$ cat src/owtp_pkg.sv
// ----------------------------------------------------------------------------
// owtp_pkg
// Shared types, codes, microprogram and helper functions of the 1-Wire
// temperature poll sequencer.
// ----------------------------------------------------------------------------
package owtp_pkg;

	localparam int MAX_SENSORS_DEF = 8;
	localparam int PAD_LEN = 9;
	localparam logic [3:0] ROM_LEN = 4'd8;
	localparam logic [3:0] READ_LEN = 4'd9;

	// 1-Wire command bytes
	localparam logic [7:0] CMD_SKIP_ROM = 8'hCC;
	localparam logic [7:0] CMD_CONVERT = 8'h44;
	localparam logic [7:0] CMD_MATCH_ROM = 8'h55;
	localparam logic [7:0] CMD_READ_PAD = 8'hBE;
	localparam logic [7:0] PAD_FILL = 8'hFF;
	localparam logic [7:0] CRC_POLY = 8'h8C;

	// request function codes
	localparam logic [1:0] FN_POLL = 2'd0;
	localparam logic [1:0] FN_ROM = 2'd1;
	localparam logic [1:0] FN_PAD = 2'd2;

	// transport status codes
	localparam logic [1:0] BUS_OK = 2'd1;
	localparam logic [1:0] BUS_NODEV = 2'd2;

	// result kinds
	localparam logic [1:0] KIND_STATUS = 2'd0;
	localparam logic [1:0] KIND_TX = 2'd1;
	localparam logic [1:0] KIND_TEMP = 2'd2;

	// loop phases
	localparam logic [2:0] PH_START = 3'd0;
	localparam logic [2:0] PH_CONV_BUS = 3'd1;
	localparam logic [2:0] PH_CONV_WAIT = 3'd2;
	localparam logic [2:0] PH_READ = 3'd3;
	localparam logic [2:0] PH_READ_BUS = 3'd4;
	localparam logic [2:0] PH_CHECK = 3'd5;

	// configuration register indexes
	localparam logic [1:0] CFG_RESOLUTION = 2'd0;
	localparam logic [1:0] CFG_DEVICE_COUNT = 2'd1;
	localparam logic [1:0] RES_RESET = 2'd3;

	// datapath operations
	localparam logic [3:0] OP_NOP = 4'd0;
	localparam logic [3:0] OP_WR_ROM = 4'd1;
	localparam logic [3:0] OP_WR_PAD = 4'd2;
	localparam logic [3:0] OP_CLR_CUR = 4'd3;
	localparam logic [3:0] OP_SET_PH1 = 4'd4;
	localparam logic [3:0] OP_BUS_ADV = 4'd5;
	localparam logic [3:0] OP_PH0 = 4'd6;
	localparam logic [3:0] OP_WAIT_CHK = 4'd7;
	localparam logic [3:0] OP_CLR_LC = 4'd8;
	localparam logic [3:0] OP_INC_LC = 4'd9;
	localparam logic [3:0] OP_PH4 = 4'd10;
	localparam logic [3:0] OP_CRC_INIT = 4'd11;
	localparam logic [3:0] OP_CRC_STEP = 4'd12;
	localparam logic [3:0] OP_CUR_ADV = 4'd13;

	// result sources
	localparam logic [2:0] EM_NONE = 3'd0;
	localparam logic [2:0] EM_STATUS = 3'd1;
	localparam logic [2:0] EM_CONST = 3'd2;
	localparam logic [2:0] EM_ROM = 3'd3;
	localparam logic [2:0] EM_TEMP = 3'd4;

	// jump conditions
	localparam logic [3:0] C_NEXT = 4'd0;
	localparam logic [3:0] C_ALWAYS = 4'd1;
	localparam logic [3:0] C_NOT_IN = 4'd2;
	localparam logic [3:0] C_DISPATCH = 4'd3;
	localparam logic [3:0] C_BUS_NODEV = 4'd4;
	localparam logic [3:0] C_BUS_NOTOK = 4'd5;
	localparam logic [3:0] C_LC_NE7 = 4'd6;
	localparam logic [3:0] C_LC_NE8 = 4'd7;
	localparam logic [3:0] C_CRC_BAD = 4'd8;

	// microprogram steps
	localparam int STEP_W = 5;
	localparam logic [STEP_W-1:0] S_IDLE = 5'd0;
	localparam logic [STEP_W-1:0] S_DEC = 5'd1;
	localparam logic [STEP_W-1:0] S_LDROM = 5'd2;
	localparam logic [STEP_W-1:0] S_LDPAD = 5'd3;
	localparam logic [STEP_W-1:0] S_NODEV = 5'd4;
	localparam logic [STEP_W-1:0] S_P0A = 5'd5;
	localparam logic [STEP_W-1:0] S_P0B = 5'd6;
	localparam logic [STEP_W-1:0] S_BUS = 5'd7;
	localparam logic [STEP_W-1:0] S_BUS2 = 5'd8;
	localparam logic [STEP_W-1:0] S_BUSOK = 5'd9;
	localparam logic [STEP_W-1:0] S_BUSFAIL = 5'd10;
	localparam logic [STEP_W-1:0] S_WAIT = 5'd11;
	localparam logic [STEP_W-1:0] S_P3 = 5'd12;
	localparam logic [STEP_W-1:0] S_ROMRD = 5'd13;
	localparam logic [STEP_W-1:0] S_ROMEM = 5'd14;
	localparam logic [STEP_W-1:0] S_BE = 5'd15;
	localparam logic [STEP_W-1:0] S_FF = 5'd16;
	localparam logic [STEP_W-1:0] S_FFL = 5'd17;
	localparam logic [STEP_W-1:0] S_P5 = 5'd18;
	localparam logic [STEP_W-1:0] S_CRC = 5'd19;
	localparam logic [STEP_W-1:0] S_CHK = 5'd20;
	localparam logic [STEP_W-1:0] S_TEMP = 5'd21;
	localparam logic [STEP_W-1:0] S_ADV = 5'd22;

	typedef struct packed {
		logic [1:0]  func;
		logic [31:0] time_ms;
		logic [1:0]  bus_status;
		logic [7:0]  data_byte;
		logic [3:0]  byte_index;
		logic [2:0]  device_index;
	} owtp_in_t;

	typedef struct packed {
		logic [1:0]         kind;
		logic               status;
		logic [7:0]         tx_byte;
		logic [3:0]         read_count;
		logic               last;
		logic [2:0]         sensor;
		logic signed [15:0] temperature;
	} owtp_out_t;

	typedef struct packed {
		logic [3:0]        op;
		logic [2:0]        emit;
		logic [7:0]        tx;
		logic              rc9;
		logic              last;
		logic [3:0]        cond;
		logic [STEP_W-1:0] target;
	} owtp_uop_t;

	// sequencer -> datapath
	typedef struct packed {
		logic [3:0] op;
		logic [2:0] emit;
		logic [7:0] tx;
		logic       rc9;
		logic       last;
		logic       fire;
	} owtp_ctl_t;

	// datapath -> sequencer
	typedef struct packed {
		logic [1:0] func;
		logic [1:0] bus;
		logic [2:0] phase;
		logic       dev_zero;
		logic       lc_ne7;
		logic       lc_ne8;
		logic       crc_ok;
		logic       out_free;
	} owtp_stat_t;

	function automatic logic [31:0] owtp_wait_ms(input logic [1:0] res);
		logic [31:0] w;
		case (res)
			2'd0: w = 32'd94;
			2'd1: w = 32'd188;
			2'd2: w = 32'd375;
			default: w = 32'd750;
		endcase
		return w;
	endfunction

	// one byte of the reflected CRC-8, LSB first
	function automatic logic [7:0] owtp_crc8_byte(input logic [7:0] crc, input logic [7:0] din);
		logic [7:0] c;
		logic [7:0] v;
		logic       mix;
		c = crc;
		v = din;
		for (int b = 0; b < 8; b++) begin
			mix = c[0] ^ v[0];
			c = c >> 1;
			if (mix) c = c ^ CRC_POLY;
			v = v >> 1;
		end
		return c;
	endfunction

	function automatic owtp_uop_t owtp_ucode(input logic [STEP_W-1:0] step);
		owtp_uop_t u;
		u.op = OP_NOP;
		u.emit = EM_NONE;
		u.tx = 8'h00;
		u.rc9 = 1'b0;
		u.last = 1'b0;
		u.cond = C_NEXT;
		u.target = S_IDLE;
		case (step)
			S_IDLE: begin
				u.cond = C_NOT_IN;
			end
			S_DEC: begin
				u.cond = C_DISPATCH;
			end
			S_LDROM: begin
				u.op = OP_WR_ROM;
				u.cond = C_ALWAYS;
			end
			S_LDPAD: begin
				u.op = OP_WR_PAD;
				u.cond = C_ALWAYS;
			end
			S_NODEV: begin
				u.emit = EM_STATUS;
				u.last = 1'b1;
				u.cond = C_ALWAYS;
			end
			S_P0A: begin
				u.op = OP_CLR_CUR;
				u.emit = EM_CONST;
				u.tx = CMD_SKIP_ROM;
			end
			S_P0B: begin
				u.op = OP_SET_PH1;
				u.emit = EM_CONST;
				u.tx = CMD_CONVERT;
				u.last = 1'b1;
				u.cond = C_ALWAYS;
			end
			S_BUS: begin
				u.cond = C_BUS_NODEV;
				u.target = S_BUSFAIL;
			end
			S_BUS2: begin
				u.cond = C_BUS_NOTOK;
			end
			S_BUSOK: begin
				u.op = OP_BUS_ADV;
				u.cond = C_ALWAYS;
			end
			S_BUSFAIL: begin
				u.op = OP_PH0;
				u.emit = EM_STATUS;
				u.last = 1'b1;
				u.cond = C_ALWAYS;
			end
			S_WAIT: begin
				u.op = OP_WAIT_CHK;
				u.cond = C_ALWAYS;
			end
			S_P3: begin
				u.op = OP_CLR_LC;
				u.emit = EM_CONST;
				u.tx = CMD_MATCH_ROM;
			end
			S_ROMRD: begin
				u.op = OP_INC_LC;
			end
			S_ROMEM: begin
				u.op = OP_INC_LC;
				u.emit = EM_ROM;
				u.cond = C_LC_NE8;
				u.target = S_ROMEM;
			end
			S_BE: begin
				u.op = OP_CLR_LC;
				u.emit = EM_CONST;
				u.tx = CMD_READ_PAD;
			end
			S_FF: begin
				u.op = OP_INC_LC;
				u.emit = EM_CONST;
				u.tx = PAD_FILL;
				u.cond = C_LC_NE7;
				u.target = S_FF;
			end
			S_FFL: begin
				u.op = OP_PH4;
				u.emit = EM_CONST;
				u.tx = PAD_FILL;
				u.rc9 = 1'b1;
				u.last = 1'b1;
				u.cond = C_ALWAYS;
			end
			S_P5: begin
				u.op = OP_CRC_INIT;
			end
			S_CRC: begin
				u.op = OP_CRC_STEP;
				u.cond = C_LC_NE7;
				u.target = S_CRC;
			end
			S_CHK: begin
				u.cond = C_CRC_BAD;
				u.target = S_ADV;
			end
			S_TEMP: begin
				u.emit = EM_TEMP;
				u.last = 1'b1;
			end
			S_ADV: begin
				u.op = OP_CUR_ADV;
				u.cond = C_ALWAYS;
			end
			default: begin
				u.cond = C_ALWAYS;
			end
		endcase
		return u;
	endfunction

endpackage

$ cat src/owtp_stream_if.sv
// ----------------------------------------------------------------------------
// owtp_stream_if
// Valid/ready channel carrying one payload per handshake.
// ----------------------------------------------------------------------------
interface owtp_stream_if #(
	parameter type payload_t = logic
) ();
	logic     valid;
	logic     ready;
	payload_t data;

	modport source(output valid, output data, input ready);
	modport sink(input valid, input data, output ready);
endinterface

$ cat src/onewire_temp_poll_sequencer.sv
// ----------------------------------------------------------------------------
// onewire_temp_poll_sequencer
// Polls up to MAX_SENSORS 1-Wire thermometers: start-convert frame, conversion
// wait, match-ROM read-scratchpad frames, CRC-8 check, temperature results.
//
//  port    dir  handshake        payload
//  item    in   valid/ready      owtp_in_t  (func, time_ms, bus_status, ...)
//  result  out  valid/ready      owtp_out_t (kind, status, tx_byte, ...)
//  cfg     in   cfg_we only      cfg_idx selects register, cfg_wdata value
//
// A microprogram step counter advances one step per cycle while no result is
// stalled. A read frame gives 19 results, and the CRC check, which may end in
// a temperature result, takes one scratchpad byte per cycle.
// item.ready is high only while the sequencer is idle.
// A stalled result holds the sequencer at its step; one result register.
// Reset clears the loop state and the config registers, not the stores.
// ----------------------------------------------------------------------------
module onewire_temp_poll_sequencer import owtp_pkg::*; #(
	parameter int MAX_SENSORS = MAX_SENSORS_DEF
) (
	input  logic        clk,
	input  logic        arst_n,
	owtp_stream_if.sink   item,
	owtp_stream_if.source result,
	input  logic        cfg_we,
	input  logic [1:0]  cfg_idx,
	input  logic [3:0]  cfg_wdata
);
	logic [1:0] resolution_q;
	logic [3:0] device_count_q;
	logic       take;
	owtp_ctl_t  ctl;
	owtp_stat_t stat;

	always_ff @(posedge clk or negedge arst_n) begin
		if (!arst_n) begin
			resolution_q <= RES_RESET;
			device_count_q <= 4'd0;
		end else if (cfg_we) begin
			case (cfg_idx)
				CFG_RESOLUTION: resolution_q <= cfg_wdata[1:0];
				CFG_DEVICE_COUNT: device_count_q <= cfg_wdata;
				default: begin
				end
			endcase
		end
	end

	assign take = item.valid && item.ready;

	owtp_seq u_seq (
		.clk(clk),
		.arst_n(arst_n),
		.item_valid(item.valid),
		.item_ready(item.ready),
		.stat(stat),
		.ctl(ctl)
	);

	owtp_dp #(
		.MAX_SENSORS(MAX_SENSORS)
	) u_dp (
		.clk(clk),
		.arst_n(arst_n),
		.take(take),
		.item_data(item.data),
		.resolution(resolution_q),
		.device_count(device_count_q),
		.ctl(ctl),
		.stat(stat),
		.rsp_valid(result.valid),
		.rsp_ready(result.ready),
		.rsp_data(result.data)
	);
endmodule

$ cat src/owtp_ram.sv
// ----------------------------------------------------------------------------
// owtp_ram
// Generic single-write, single-read RAM with registered read data.
// ----------------------------------------------------------------------------
module owtp_ram #(
	parameter int WIDTH = 8,
	parameter int DEPTH = 64,
	localparam int AW = (DEPTH > 1) ? $clog2(DEPTH) : 1
) (
	input  logic             clk,
	input  logic             we,
	input  logic [AW-1:0]    waddr,
	input  logic [WIDTH-1:0] wdata,
	input  logic             re,
	input  logic [AW-1:0]    raddr,
	output logic [WIDTH-1:0] rdata
);
	logic [WIDTH-1:0] mem_q [DEPTH];
	logic [WIDTH-1:0] rdata_q;

	always_ff @(posedge clk) begin
		if (we) mem_q[waddr] <= wdata;
		if (re) rdata_q <= mem_q[raddr];
	end

	assign rdata = rdata_q;
endmodule

$ cat src/owtp_seq.sv
// ----------------------------------------------------------------------------
// owtp_seq
// Microprogram sequencer: step counter, control-word table, jump logic.
// ----------------------------------------------------------------------------
module owtp_seq import owtp_pkg::*; (
	input  logic       clk,
	input  logic       arst_n,
	input  logic       item_valid,
	output logic       item_ready,
	input  owtp_stat_t stat,
	output owtp_ctl_t  ctl
);
	logic [STEP_W-1:0] step_q;
	logic [STEP_W-1:0] step_d;
	logic [STEP_W-1:0] disp;
	logic [STEP_W-1:0] step_inc;
	owtp_uop_t         uop;
	logic              acc;
	logic              go;
	logic              hit;

	assign uop = owtp_ucode(step_q);
	assign item_ready = (step_q == S_IDLE);
	assign acc = item_valid && item_ready;
	// a step that produces a result waits for room in the output register
	assign go = (uop.emit == EM_NONE) || stat.out_free;
	assign step_inc = step_q + 1'b1;

	always_comb begin
		disp = S_IDLE;
		case (stat.func)
			FN_ROM: disp = S_LDROM;
			FN_PAD: disp = S_LDPAD;
			FN_POLL: begin
				if (stat.dev_zero) begin
					disp = S_NODEV;
				end else begin
					case (stat.phase)
						PH_START: disp = S_P0A;
						PH_CONV_BUS: disp = S_BUS;
						PH_READ_BUS: disp = S_BUS;
						PH_CONV_WAIT: disp = S_WAIT;
						PH_READ: disp = S_P3;
						default: disp = S_P5;
					endcase
				end
			end
			default: disp = S_IDLE;
		endcase
	end

	always_comb begin
		case (uop.cond)
			C_ALWAYS: hit = 1'b1;
			C_NOT_IN: hit = !acc;
			C_BUS_NODEV: hit = (stat.bus == BUS_NODEV);
			C_BUS_NOTOK: hit = (stat.bus != BUS_OK);
			C_LC_NE7: hit = stat.lc_ne7;
			C_LC_NE8: hit = stat.lc_ne8;
			C_CRC_BAD: hit = !stat.crc_ok;
			default: hit = 1'b0;
		endcase
	end

	always_comb begin
		if (uop.cond == C_DISPATCH) step_d = disp;
		else if (hit) step_d = uop.target;
		else step_d = step_inc;
	end

	always_ff @(posedge clk or negedge arst_n) begin
		if (!arst_n) begin
			step_q <= S_IDLE;
		end else if (go) begin
			step_q <= step_d;
		end
	end

	always_comb begin
		ctl.op = uop.op;
		ctl.emit = uop.emit;
		ctl.tx = uop.tx;
		ctl.rc9 = uop.rc9;
		ctl.last = uop.last;
		ctl.fire = go;
	end

`ifndef SYNTHESIS
	a_stall_holds: assert property (@(posedge clk) disable iff (!arst_n)
		!go |=> step_q == $past(step_q))
		else $error("step moved while its result was stalled");
	a_accept_decode: assert property (@(posedge clk) disable iff (!arst_n)
		acc |=> step_q == S_DEC)
		else $error("accepted request not decoded next");
	a_jump_taken: assert property (@(posedge clk) disable iff (!arst_n)
		go && uop.cond == C_ALWAYS |=> step_q == $past(uop.target))
		else $error("unconditional jump missed");
	a_temp_crc: assert property (@(posedge clk) disable iff (!arst_n)
		step_q == S_TEMP |-> stat.crc_ok)
		else $error("temperature step reached with bad CRC");
`endif
endmodule

$ cat src/owtp_dp.sv
// ----------------------------------------------------------------------------
// owtp_dp
// Datapath: request register, loop state, ROM id store, scratchpad, CRC-8,
// elapsed-time check and the result register.
// ----------------------------------------------------------------------------
module owtp_dp import owtp_pkg::*; #(
	parameter int MAX_SENSORS = MAX_SENSORS_DEF
) (
	input  logic       clk,
	input  logic       arst_n,
	input  logic       take,
	input  owtp_in_t   item_data,
	input  logic [1:0] resolution,
	input  logic [3:0] device_count,
	input  owtp_ctl_t  ctl,
	output owtp_stat_t stat,
	output logic       rsp_valid,
	input  logic       rsp_ready,
	output owtp_out_t  rsp_data
);
	localparam int CUR_W = (MAX_SENSORS > 1) ? $clog2(MAX_SENSORS) : 1;
	localparam int CNT_W = $clog2(MAX_SENSORS + 1);
	localparam int DEPTH = MAX_SENSORS * 8;
	localparam int ADDR_W = $clog2(DEPTH);

	owtp_in_t         item_q;
	logic [2:0]       phase_q;
	logic [CUR_W-1:0] cursor_q;
	logic [31:0]      start_q;
	logic [3:0]       lc_q;
	logic [7:0]       crc_q;
	logic [7:0]       pad_q [PAD_LEN];
	logic             out_valid_q;
	owtp_out_t        out_q;

	logic [31:0]       elapsed;
	logic              wait_done;
	logic [CNT_W-1:0]  count;
	logic              more;
	logic [7:0]        pad_rd;
	logic [7:0]        crc_next;
	logic              rom_we;
	logic              rom_re;
	logic [ADDR_W-1:0] rom_waddr;
	logic [ADDR_W-1:0] rom_raddr;
	logic [7:0]        rom_rdata;
	logic              emits;
	owtp_out_t         res_d;

	owtp_ram #(
		.WIDTH(8),
		.DEPTH(DEPTH)
	) u_rom_ram (
		.clk(clk),
		.we(rom_we),
		.waddr(rom_waddr),
		.wdata(item_q.data_byte),
		.re(rom_re),
		.raddr(rom_raddr),
		.rdata(rom_rdata)
	);

	assign rom_we = ctl.fire && (ctl.op == OP_WR_ROM) && (item_q.byte_index < ROM_LEN)
		&& (32'(item_q.device_index) < MAX_SENSORS);
	assign rom_waddr = ADDR_W'({item_q.device_index, item_q.byte_index[2:0]});
	// read address runs one count ahead of the byte being sent
	assign rom_re = ctl.fire && (ctl.op == OP_INC_LC);
	assign rom_raddr = ADDR_W'({cursor_q, lc_q[2:0]});

	assign elapsed = item_q.time_ms - start_q;
	assign wait_done = elapsed > owtp_wait_ms(resolution);

	assign count = (32'(device_count) > MAX_SENSORS) ? CNT_W'(MAX_SENSORS)
		: CNT_W'(device_count);
	assign more = (32'(cursor_q) + 32'd1) < 32'(count);

	assign pad_rd = pad_q[lc_q[2:0]];
	assign crc_next = owtp_crc8_byte(crc_q, pad_rd);

	always_ff @(posedge clk) begin
		if (take) item_q <= item_data;
	end

	always_ff @(posedge clk) begin
		if (ctl.fire && (ctl.op == OP_WR_PAD) && (item_q.byte_index < READ_LEN))
			pad_q[item_q.byte_index] <= item_q.data_byte;
	end

	always_ff @(posedge clk or negedge arst_n) begin
		if (!arst_n) begin
			phase_q <= PH_START;
			cursor_q <= '0;
			start_q <= '0;
			lc_q <= '0;
			crc_q <= '0;
		end else if (ctl.fire) begin
			case (ctl.op)
				OP_CLR_CUR: cursor_q <= '0;
				OP_SET_PH1: phase_q <= PH_CONV_BUS;
				OP_BUS_ADV: begin
					if (phase_q == PH_CONV_BUS) start_q <= item_q.time_ms;
					phase_q <= phase_q + 3'd1;
				end
				OP_PH0: phase_q <= PH_START;
				OP_WAIT_CHK: begin
					if (wait_done) phase_q <= PH_READ;
				end
				OP_CLR_LC: lc_q <= '0;
				OP_INC_LC: lc_q <= lc_q + 4'd1;
				OP_PH4: phase_q <= PH_READ_BUS;
				OP_CRC_INIT: begin
					lc_q <= '0;
					crc_q <= '0;
				end
				OP_CRC_STEP: begin
					crc_q <= crc_next;
					lc_q <= lc_q + 4'd1;
				end
				OP_CUR_ADV: begin
					if (more) begin
						cursor_q <= cursor_q + 1'b1;
						phase_q <= PH_READ;
					end else begin
						cursor_q <= '0;
						phase_q <= PH_START;
					end
				end
				default: begin
				end
			endcase
		end
	end

	always_comb begin
		res_d = '0;
		res_d.last = ctl.last;
		case (ctl.emit)
			EM_STATUS: begin
				res_d.kind = KIND_STATUS;
				res_d.status = 1'b1;
			end
			EM_CONST: begin
				res_d.kind = KIND_TX;
				res_d.tx_byte = ctl.tx;
				res_d.read_count = ctl.rc9 ? READ_LEN : 4'd0;
			end
			EM_ROM: begin
				res_d.kind = KIND_TX;
				res_d.tx_byte = rom_rdata;
			end
			EM_TEMP: begin
				res_d.kind = KIND_TEMP;
				res_d.sensor = 3'(cursor_q);
				res_d.temperature = signed'({pad_q[1], pad_q[0]});
			end
			default: begin
			end
		endcase
	end

	assign emits = ctl.fire && (ctl.emit != EM_NONE);

	always_ff @(posedge clk or negedge arst_n) begin
		if (!arst_n) begin
			out_valid_q <= 1'b0;
		end else if (emits) begin
			out_valid_q <= 1'b1;
		end else if (rsp_ready) begin
			out_valid_q <= 1'b0;
		end
	end

	always_ff @(posedge clk) begin
		if (emits) out_q <= res_d;
	end

	assign rsp_valid = out_valid_q;
	assign rsp_data = out_q;

	always_comb begin
		stat.func = item_q.func;
		stat.bus = item_q.bus_status;
		stat.phase = phase_q;
		stat.dev_zero = (device_count == 4'd0);
		stat.lc_ne7 = (lc_q != 4'd7);
		stat.lc_ne8 = (lc_q != 4'd8);
		stat.crc_ok = (crc_q == pad_q[PAD_LEN-1]);
		stat.out_free = !out_valid_q || rsp_ready;
	end
endmodule

$ cat src/flat_wrapper.sv
// flat-port wrapper written by rule: the top's interface ports become plain ports
module onewire_temp_poll_sequencer_flat import owtp_pkg::*;
#(
	parameter int MAX_SENSORS = MAX_SENSORS_DEF
)
  (clk, arst_n, cfg_we, cfg_idx, cfg_wdata, item_valid, item_data, item_ready, result_valid, result_data, result_ready);
  owtp_stream_if #(.payload_t(owtp_in_t)) item_i ();
  owtp_stream_if #(.payload_t(owtp_out_t)) result_i ();
  input  logic clk;
  input  logic arst_n;
  input  logic cfg_we;
  input  logic [1:0] cfg_idx;
  input  logic [3:0] cfg_wdata;
  input wire logic [$bits(item_i.valid)-1:0] item_valid;
  input wire logic [$bits(item_i.data)-1:0] item_data;
  output wire logic [$bits(item_i.ready)-1:0] item_ready;
  output wire logic [$bits(result_i.valid)-1:0] result_valid;
  output wire logic [$bits(result_i.data)-1:0] result_data;
  input wire logic [$bits(result_i.ready)-1:0] result_ready;
  assign item_i.valid = item_valid;
  assign item_i.data = item_data;
  assign item_ready = item_i.ready;
  assign result_valid = result_i.valid;
  assign result_data = result_i.data;
  assign result_i.ready = result_ready;
  onewire_temp_poll_sequencer #(.MAX_SENSORS(MAX_SENSORS)) u_core (.clk(clk), .arst_n(arst_n), .item(item_i), .result(result_i), .cfg_we(cfg_we), .cfg_idx(cfg_idx), .cfg_wdata(cfg_wdata));
endmodule
$ cat config.mk
export PLATFORM = sky130hd
export DESIGN_NAME = onewire_temp_poll_sequencer_flat
export DESIGN_NICKNAME = d
export VERILOG_FILES = /design/src/owtp_pkg.sv /design/src/owtp_stream_if.sv /design/src/onewire_temp_poll_sequencer.sv /design/src/owtp_ram.sv /design/src/owtp_seq.sv /design/src/owtp_dp.sv /design/src/flat_wrapper.sv
export SDC_FILE = /design/constraint.sdc
export NUM_CORES = 1
export LEC_CHECK = 0
export CAP_MARGIN = 10
export CORE_MARGIN = 5
export CORE_UTILIZATION = 50
export CTS_CLUSTER_SIZE = 8
export DETAILED_ROUTE_END_ITERATION = 7
export DONT_BUFFER_PORTS = 1
export GPL_ROUTABILITY_DRIVEN = 0
export SYNTH_ARGS = -nofsm -noshare
export SYNTH_HDL_FRONTEND = slang
export SYNTH_SLANG_ARGS = --single-unit
$ cat constraint.sdc
create_clock -name clk -period 5.15 [get_ports clk]
set_input_delay 0.515 -clock clk [delete_from_list [all_inputs] [get_ports clk]]
set_output_delay 0.515 -clock clk [all_outputs]
set_load 0.1 [all_outputs]
==> results.md, run 1 <==
* Clock buffer count from CTS at 102
* CP arrival at 5.37 ns
* Die Width at 260.7 um
* Post-synth top area share at 0.6451
* Die Y at 260.7 um
* Pins Over Slew Limit at 0
* Worst Path Required at 5.68 ns
* Drt pass-1 iters at 5
* Vias in the first global route at 17.43k
* Largest area contributor in the netlist: edfxtp_1
* Placement row count at 92
* Via count at 16.98k
* CP Class: reg2reg
* Post-detailed-route DRC marker count at 0
* Detailed-placement wirelength estimate at 44,320 um
* Grt met3 use at 0.04112
* Final core utilization at 0.5824
* Sequential share of the synthesized area at 0.6946
* CTS clk-pin slew, worst paths at 0.05 ns
* R2R setup slack at 0.30 ns
* Initial Utilization at 0.5018
* Max-cap viol count at 0
* Ant diodes at 0
* Setup TNS at 0 ns
* Minimum clock period at 4.847 ns
* Post-synthesis simple-gate area fraction at 0.05782
* Met1 usage at 0.2959
* Warning count from the yosys run at 0
* Least-Margin Pin Slew at 1.023 ns
* Ports at 99
* Clock power frac at 0.314
* Combinational power share at 0.260
* Clk_lat worst skew at 0.64 ns
* Final Hold Viols at 0
* Worst min-delay path class: in2reg
* Largest net degree at the start of global routing at 78
* Buffers on Ports at 0
* Switch Pwr at 6443 uW
* Run status: complete, no violations
* Routed WL at 72,230 um
* Unrepaired setup endpoints after global routing: false
* CTS root buffer: clkbuf_16
* Post-route ant nets at 0
* First-pass GRT wire length at 108,600 um
* Yosys reg bits at 737
* Htree depth at 3
* Final period utilization at 0.9411
* Met2 Usage GRT at 0.3508
* Switching Share at 0.3319
* Internal power at 12,970 uW
* Yosys cell types at 86
* Layout cell share with drive strength beyond 1 at 0.2107
* P&R area growth vs syn at 16.08%
* Busiest metal layer after global routing: met2
* Vias per inst at 5.863
* Power Density at 532.2 nW/um^2
* Proportion of synthesized area in mux cells at 0.1412
* Sink Count at 737
* Slew HR at 0.3193
* P_leak at 0.01200 uW
* Die area at 67,950 sq um
* Tot GR Track Use at 0.2132
* Synth Area in Compound Gates at 0.05065
* Final Skew at 0.01668 ns
* Main synth FF type: edfxtp_1
* Largest family of logic cells by synthesized area: multiplexers
* Post-synth EDFFs at 675
* Core area at 62,620 sq um
* Routed wire per std cell at 24.94 um
* FMAX at 206.3 MHz
* Count leader, synth: edfxtp_1
* Critical path fanouts, max at 5
* Max Root-Sink Buffers at 3
* Total global routing overflow at 0
* Mapped Cells at 1,829
* Register share of total power at 0.426
* Nets at 2,119
* Detailed Route Iter0 Violations at 1,394
* Post-Synth XOR/XNOR Area at 0.01505
* Largest cells by area after synthesis: edfxtp_1, mux4_2, dfrtp_1
* CP Launch Type: flop
* Initial antenna violation count at 2
* Synth Area in Adders at 0.02286
* CTS tree: built
* Maximum VDD drop at 0.2779 mV
* Final setup viols at 0
* Synth top cells by count: edfxtp_1, mux4_2, nor2_1
* Cell area after synthesis at 31,420 sq um
* Asr flop ratio synth at 0.08412
* Setup crit end kind: flop
* Syn avg cell area at 17.18 sq um
==> per-layer routing <==
layer  wire (um)  part of all wire
met5          27           0.00037
met4        1475             0.020
met3        4774             0.066
met2       35690              0.49
met1       30260              0.42
==> sequential cells by signal (all words and copies together), names as in the netlist <==
signal,count
u_core.u_dp.lc_q,4
u_core.u_dp.rsp_data,32
u_core.u_dp.crc_q,8
u_core.u_dp.phase_q,3
u_core.u_dp.u_rom_ram.mem_q,512
u_core.u_dp.rsp_valid,1
u_core.u_dp.stat,4
u_core.u_dp.item_q,47
u_core.u_dp.start_q,32
u_core.device_count_q,4
u_core.u_dp.u_rom_ram.rdata,8
u_core.u_dp.cursor_q,3
u_core.u_seq.step_q,5
u_core.u_dp.pad_q,72
u_core.resolution_q,2
==> power by group through the flow <==
stage / registers (uW) / clock network, uW / logic (uW)
5_1_grt: 8330 / 6500 / 5530
3_5_place_dp: 8380 / 0 / 4940
3_3_place_gp: 8380 / 0 / 4870
4_1_cts: 8280 / 6220 / 5030
2_1_floorplan: 8260 / 0 / 3650
6_report: 8270 / 6090 / 5050
==> through the flow <==
step | instance area (sq um) | hold slack, ns | cells | total power [uW] | setup slack (ns)
floorplan | 31420 | 0.2194 | 1830 | 11910 | 0.1423
global placement | 32960 | 0.2241 | 2686 | 13250 | 0.2587
detailed placement | 32960 | 0.2241 | 2686 | 13320 | 0.1653
CTS | 36460 | 0.06329 | 2896 | 19530 | 0.1471
global route | 36470 | 0.06602 | 2896 | 20360 | 0.03965
finish | 36470 | 0.09895 | 2896 | 19410 | 0.3031
==> cell type report <==
class / instances / area (sq um)
Fill cell: 4779 / 26150
Clock inverter: 6 / 146.4
Clock buffer: 147 / 2763
Sequential cell: 737 / 21830
Inverter: 59 / 221.5
Timing Repair Buffer: 152 / 1376
Tap cell: 846 / 1059
Multi-Input combinational cell: 949 / 9072
==> critical path: stages, from the launching register on <==
cell	delay, ns
edfxtp_1	0.39
ha_1	0.38
a21o_1	0.20
a31oi_1	0.17
and2_1	0.18
nor2b_1	0.05
o21ai_0	0.13
nand2b_1	0.11
a21o_1	0.18
a21oi_1	0.18
xnor2_1	0.09
ha_1	0.34
a211o_1	0.28
a21oi_2	0.14
o211ai_1	0.13
a31oi_2	0.21
nand3_1	0.12
nor4_2	0.17
nand4_2	0.13
or4_4	0.50
o31ai_4	0.32
mux2_4	0.33
==> cell families (layout without fill, tap and decap cells) <==
kind of cell	after synthesis	count (layout)
flops	737	737
simple gates	377	377
compound gates	248	248
mux	211	211
buf+inv	144	364
fa+ha+maj	57	57
xor+xnor	54	54
other cells	1	2
==> final timing paths <==
check | startpoint | endpoint | depth (start not counted)
max | u_core.u_dp.item_q[21]$_DFFE_PP_ | u_core.u_dp.phase_q[0]$_DFFE_PN0P_ | 21
min | cfg_idx[0] | u_core.resolution_q[0]$_DFFE_PN1P_ | 3
max reg2reg | u_core.u_dp.item_q[21]$_DFFE_PP_ | u_core.u_dp.phase_q[0]$_DFFE_PN0P_ | 21
min reg2reg | u_core.u_dp.item_q[32]$_DFFE_PP_ | u_core.u_dp.start_q[15]$_DFFE_PN0P_ | 2
max in group asynchronous | arst_n | u_core.resolution_q[0]$_DFFE_PN1P_ | 2
min in group asynchronous | arst_n | u_core.u_dp.crc_q[5]$_DFFE_PN0P_ | 2
==> cell usage in the layout (no fill, tap or decap), drive strengths merged, types with 7 or more instances in the layout <==
master / instances
a21o: 15
o211ai: 8
nor2b: 11
nand4: 12
nor2: 119
dfrtp: 60
dlygate4sd3: 56
xnor2: 42
and2: 24
a21oi: 58
and3: 10
o21ai: 82
mux4: 184
a211oi: 7
o21a: 12
mux2i: 16
inv: 60
o21bai: 7
edfxtp: 675
xor2: 12
nor3: 17
nand2: 108
nand2b: 17
nand3: 20
ha: 55
clkbuf: 148
a31oi: 7
buf: 95
mux2: 11
==> repair_timing <==
| action | CTS | global route |
|---|---|---|
| gates resized for setup | 0 | 3 |
| hold buffers | 57 | 0 |
| setup endpoints to repair | 0 | 3 |
| buffers inserted | 0 | 0 |
| hold endpoints to repair | 119 | 0 |
(Power assumes the default switching activity.)
==> run 2, diff against run 1 <==
--- a/config.mk
+++ b/config.mk
@@ -5,6 +5,7 @@
 export SDC_FILE = /design/constraint.sdc
 export NUM_CORES = 1
 export LEC_CHECK = 0
+export ABC_AREA = 1
 export CAP_MARGIN = 10
 export CORE_MARGIN = 5
 export CORE_UTILIZATION = 50
==> results.md, run 2 <==
* Commonest non-fill, non-tap cell in the layout: edfxtp_1
* Combinational power share at 0.289
* Tot GR Track Use at 0.2552
* Vias in the first global route at 22.83k
* Largest family of logic cells by synthesized area: simple AND/OR/NAND/NOR gates
* Post-placement cell area at 33,240 sq um
* Top Registers: u_core.u_dp.u_rom_ram.mem_q (512), u_core.u_dp.pad_q (72), u_core.u_dp.item_q (47)
* Pins Over Slew Limit at 0
* Post-synthesis simple-gate area fraction at 0.1445
* Detailed-placement wirelength estimate at 57,090 um
* Final Hold Viols at 0
* Htree depth at 3
* Max-cap viol count at 0
* CP Class: reg2reg
* Core area at 64,350 sq um
* Largest net degree at the start of global routing at 194
* Post-synth top area share at 0.6255
* P_leak at 0.01351 uW
* Routed WL at 90,850 um
* Via count at 23.04k
* Ports at 99
* Worst min-delay path class: in2reg
* Warning count from the yosys run at 0
* Largest cells by area after synthesis: edfxtp_1, nand2_1, nor2_1
* Routed wire per std cell at 23.67 um
* Main synth FF type: edfxtp_1
* Clock buffer count from CTS at 102
* CTS tree: built
* Synth Area in Adders at 0.02185
* Maximum VDD drop at 0.3990 mV
* Count leader, synth: edfxtp_1
* First-pass GRT wire length at 138,600 um
* Max Root-Sink Buffers at 3
* Power Total at 20,700 uW
* Max FFs per register at 512
* Die area at 70,010 sq um
* Synth Area in Compound Gates at 0.1073
* Register share of total power at 0.416
* Run status: complete, no violations
* Power Density at 564.7 nW/um^2
* Yosys cell types at 51
* Synth top cells by count: edfxtp_1, nand2_1, nor2_1
* Cell area after synthesis at 32,410 sq um
* Setup TNS at 0 ns
* Final setup viols at 0
* Drt pass-1 iters at 6
* Sequential share of the synthesized area at 0.6734
* Final Skew at 0.02852 ns
* Least-Margin Pin Slew at 1.256 ns
* Unrepaired setup endpoints after global routing: false
* Die Width at 264.6 um
* Post-Synth XOR/XNOR Area at 0.008108
* Proportion of synthesized area in mux cells at 0.0006950
* Clock power frac at 0.295
* Vias per inst at 6.003
* Buffers on Ports at 0
* Asr flop ratio synth at 0.08412
* Cell area after layout at 36,660 sq um
* Post-CTS setup buffer count at 0
* CP arrival at 4.56 ns
* Nets at 3,063
* Total global routing overflow at 0
* Slew HR at 0.1561
* Largest area contributor in the netlist: edfxtp_1
* Initial antenna violation count at 0
* Post-route ant nets at 0
* CP Launch Type: flop
* Setup crit end kind: flop
* Minimum clock period at 4.034 ns
* Syn avg cell area at 11.25 sq um
* Ant diodes at 0
* Placement row count at 93
* Yosys reg bits at 737
* P&R area growth vs syn at 13.12%
* Worst Path Required at 5.67 ns
* Internal power at 12,660 uW
* Post-detailed-route DRC marker count at 0
* Critical path fanouts, max at 83
* FMAX at 247.9 MHz
* Largest Register: u_core.u_dp.u_rom_ram.mem_q
* Layout cell share with drive strength beyond 1 at 0.06468
* Switch Pwr at 8045 uW
* CTS clk-pin slew, worst paths at 0.06 ns
* Post-synth EDFFs at 675
* Mapped Cells at 2,880
* Sink Count at 737
* Clk_lat worst skew at 0.65 ns
* Die Y at 264.6 um
* Most frequent cells in the layout: edfxtp_1, nand2_1, nor2_1
* Switching Share at 0.3886
* CTS root buffer: clkbuf_16
* Initial Utilization at 0.5036
* Detailed Route Iter0 Violations at 2,570
* Final period utilization at 0.7834
run 2: metrics by stage:
stage                     utilization  setup slack (ns)  hold WS (ns)  cells
after floorplan                     -             1.979        0.2194   2881
after global placement         0.5165             1.209        0.2212   3638
after detailed placement       0.5165             1.260        0.2213   3638
after CTS                      0.5693             1.285      0.009010   3835
after global routing           0.5697            0.9713       0.01580   3839
final                          0.5697             1.116       0.03070   3839
run 2: cell families after synthesis:
kind of cell / count (synthesis)
other: 1
buffers and inverters: 367
and+or+nand+nor: 1120
xor gates and xnor gates: 30
adders and majority gates: 56
DFF: 737
muxes: 2
AOI/OAI and AO/OA: 567
run 2: path summary, 6_finish.rpt:
path	to	slack, ns	startpoint	cells after the start
worst max-delay path	u_core.u_seq.step_q[1]$_DFFE_PN0P_	1.12	u_core.u_dp.lc_q[0]$_DFFE_PN0P_	10
worst min-delay path	u_core.device_count_q[2]$_DFFE_PN0P_	0.03	cfg_wdata[2]	1
worst max register to register	u_core.u_seq.step_q[1]$_DFFE_PN0P_	1.12	u_core.u_dp.lc_q[0]$_DFFE_PN0P_	10
worst min register to register	u_core.u_dp.start_q[0]$_DFFE_PN0P_	0.50	u_core.u_dp.start_q[0]$_DFFE_PN0P_	2
max in group asynchronous	u_core.u_dp.lc_q[1]$_DFFE_PN0P_	4.34	arst_n	2
min in group asynchronous	u_core.u_dp.start_q[10]$_DFFE_PN0P_	0.45	arst_n	2
run 2: worst max-delay path: stages, from the launching register on:
cell     delay, ns
dfrtp_4       0.71
inv_6         0.55
nand2_2       0.56
nor4_1        0.99
o31ai_1       0.11
nor2_1        0.27
nand2_1       0.22
o21ai_0       0.13
nand2_1       0.07
a21oi_1       0.15
a21oi_1       0.07
run 2: layout make-up:
| type | instances | area (sq um) |
|---|---|---|
| Sequential cell | 737 | 21830 |
| Tap cell | 855 | 1070 |
| Timing Repair Buffer | 90 | 855.8 |
| Clock inverter | 6 | 121.4 |
| Clock buffer | 137 | 2715 |
| Multi-Input combinational cell | 1777 | 9169 |
| Inverter | 237 | 894.6 |
| Fill cell | 5358 | 27690 |
run 2: power groups by stage:
stage          Sequential, uW  Clock (uW)  Combinational, uW
6_report                 8620        6100               5980
3_3_place_gp             8720           0               5740
2_1_floorplan            8620           0               4130
3_5_place_dp             8730           0               5820
5_1_grt                  8660        6460               6640
4_1_cts                  8620        6180               5900
run 2: what timing repair did:
action,CTS,global route
endpoints found under the setup margin,0,0
hold endpoints to repair,114,0
resized for setup,0,0
hold buffers,54,0
run 2: metal layers:
metal	part of all wire	vias to the layer above	GRT usage	wire, um
met5	0	-	0	0
met2	0.46	1170	0.4054	41770
met3	0.080	199	0.04529	7235
met4	0.036	0	0.08280	3279
li1	-	10390	-	-
met1	0.42	11290	0.3625	38570
==> run 3, diff against run 2 <==
--- a/config.mk
+++ b/config.mk
@@ -13,6 +13,7 @@
 export DETAILED_ROUTE_END_ITERATION = 7
 export DONT_BUFFER_PORTS = 1
 export GPL_ROUTABILITY_DRIVEN = 0
+export PLACE_DENSITY = 0.68
 export SYNTH_ARGS = -nofsm -noshare
 export SYNTH_HDL_FRONTEND = slang
 export SYNTH_SLANG_ARGS = --single-unit
==> constraint.sdc (replaced) <==
create_clock -name clk -period 3.3 [get_ports clk]
set_input_delay 0.33 -clock clk [delete_from_list [all_inputs] [get_ports clk]]
set_output_delay 0.33 -clock clk [all_outputs]
set_load 0.1 [all_outputs]
==> results.md, run 3 (same netlist as run 2, synthesis figures left out) <==
* Worst min-delay path class: in2reg
* CP Launch Type: flop
* Crit path buf inv count at 5
* Post-route ant nets at 0
* Top cell family by delay on the critical path: simple AND/OR/NAND/NOR gates
* Internal power at 19,910 uW
* CTS clk-pin slew, worst paths at 0.05 ns
* P&R area growth vs syn at 16.33%
* Layout Cells excl Fill at 3,931
* Die area at 70,010 sq um
* Final Skew at 0.02520 ns
* Ant diodes at 0
* Slew HR at 0.2949
* Die Width at 264.6 um
* Core area at 64,350 sq um
* CP Class: reg2reg
* CP arrival at 3.53 ns
* Register share of total power at 0.410
* Run status: finished, violations left
* Htree depth at 3
* Top Registers: u_core.u_dp.u_rom_ram.mem_q (512), u_core.u_dp.pad_q (72), u_core.u_dp.item_q (47)
* Routed wire per std cell at 21.73 um
* Largest net degree at the start of global routing at 138
* Final core utilization at 0.5859
* FMAX at 313.2 MHz
* Detailed-placement wirelength estimate at 52,050 um
* Pins Over Slew Limit at 0
* Detailed Route Iter0 Violations at 2,678
* Setup TNS at 0 ns
* Initial antenna violation count at 1
* CP max stage delay at 0.38 ns
* Final Hold Viols at 0
* Minimum hold slack at 0.04261 ns
* Vias in the first global route at 22.86k
* Clock buffer count from CTS at 102
* Crit-path most repeated cell: nor2_1
* Total global routing overflow at 0
* Minimum clock period at 3.193 ns
* Placement row count at 93
* Die Y at 264.6 um
* Least-Margin Pin Slew at 1.058 ns
* CTS root buffer: clkbuf_16
* Nets at 3,160
* Worst Path Required at 3.64 ns
* Layout cell share with drive strength beyond 1 at 0.1014
* Tot GR Track Use at 0.2358
* Most frequent cells in the layout: edfxtp_1, nand2_1, nor2_1
* Drt pass-1 iters at 8
* First-pass GRT wire length at 130,000 um
* CTS tree: built
* Max-cap viol count at 0
* Power Density at 860.8 nW/um^2
* Critical Path, Cell by Cell: inv_1 > ha_1 > inv_1 > nor2_1 > inv_1 > nor2_1 > nor2_1 > nand2_1 > nor2_4 > nand2_2 > nand2_4 > inv_2 > nor4_4 > nand2_4 > nor2_4 > nand2_8 > nor2_1 > buf_4
* Slowest CP cell: dfrtp_1
* Via count at 23.29k
* Final period utilization at 0.9676
* Ports at 99
* Max FFs per register at 512
* Setup crit end kind: flop
* Critical path fanouts, max at 8
* Clock power frac at 0.285
* Final setup viols at 0
* Routed WL at 85,440 um
* Post-detailed-route DRC marker count at 1
* Switching Share at 0.3864
* Maximum VDD drop at 0.5815 mV
* P_leak at 0.01405 uW
* Initial Utilization at 0.5036
* R2R setup slack at 0.11 ns
* Buffers on Ports at 0
* FF+latch area at 21,830 sq um
* Max Root-Sink Buffers at 3
* Sink Count at 737
* Unrepaired setup endpoints after global routing: true
* Multi-input gate area at 9369 sq um
* Switch Pwr at 12,540 uW
* Clk_lat worst skew at 0.65 ns
* Combinational power share at 0.305
* Vias per inst at 5.924
* Placed insts at 3,721
* Failing checks: design-rule violations
* Largest Register: u_core.u_dp.u_rom_ram.mem_q
* Commonest non-fill, non-tap cell in the layout: edfxtp_1
* Fillcell total at 5,006
==> run 3: what timing repair did <==
action	in CTS	in global routing
hold buffers	63	0
buffers inserted	0	9
hold endpoints to repair	121	0
setup endpoints to repair	0	450
resized for setup	0	51
==> run 3: worst reg2reg max path, stage by stage (launching register included) <==
cell and delay [ns]:
dfrtp_1 0.38, inv_1 0.09, ha_1 0.20, inv_1 0.08, nor2_1 0.11, inv_1 0.09, nor2_1 0.07, nor2_1 0.09
nand2_1 0.11, nor2_4 0.14, nand2_2 0.09, nand2_4 0.08, inv_2 0.05, nor4_4 0.28, nand2_4 0.14, nor2_4 0.35
nand2_8 0.18, nor2_1 0.15, buf_4 0.20
==> run 3: area by class of cell <==
class | count | area share
Inverter | 237 | 0.02373
Clock inverter | 6 | 0.003020
Clock buffer | 132 | 0.07069
Tap cell | 855 | 0.02838
Multi-Input combinational cell | 1777 | 0.2485
Timing Repair Buffer | 187 | 0.04656
Sequential cell | 737 | 0.5791
==> run 3: worst paths after layout <==
path                       depth (start not counted)                                            to                           startpoint
min reg2reg                                        2           u_core.u_dp.start_q[30]$_DFFE_PN0P_  u_core.u_dp.start_q[30]$_DFFE_PN0P_
max in group asynchronous                          2            u_core.resolution_q[1]$_DFFE_PN1P_                               arst_n
max reg2reg                                       18  u_core.u_dp.u_rom_ram.mem_q[43][2]$_DFFE_PP_   u_core.u_seq.step_q[1]$_DFFE_PN0P_
max                                               18  u_core.u_dp.u_rom_ram.mem_q[43][2]$_DFFE_PP_   u_core.u_seq.step_q[1]$_DFFE_PN0P_
min                                                3          u_core.device_count_q[1]$_DFFE_PN0P_                           cfg_idx[0]
min in group asynchronous                          2           u_core.u_dp.start_q[25]$_DFFE_PN0P_                               arst_n
==> run 3: through the flow <==
stage / cell area (sq um) / total power (uW) / setup slack (ns)
2_1_floorplan: 32410 / 19910 / 0.1293
3_3_place_gp: 33980 / 22590 / 0.1795
3_5_place_dp: 33980 / 22800 / 0.05253
4_1_cts: 37410 / 32160 / 0.03001
5_1_grt: 37700 / 34080 / -0.1011
6_report: 37700 / 32450 / 0.1070
==> run 3: routing by layer <==
metal / GRT usage / share of wire
met5: 0 / 0.00012
met4: 0.08573 / 0.033
met3: 0.04696 / 0.091
met2: 0.3810 / 0.47
met1: 0.3215 / 0.40
==> run 3: power groups by stage <==
stage / registers [uW] / clock network [uW] / logic [uW]
final: 13300 / 9240 / 9910
after global routing: 13400 / 9810 / 10900
after CTS: 13300 / 9370 / 9490
after detailed placement: 13500 / 0 / 9350
after global placement: 13400 / 0 / 9150
after floorplan: 13500 / 0 / 6450
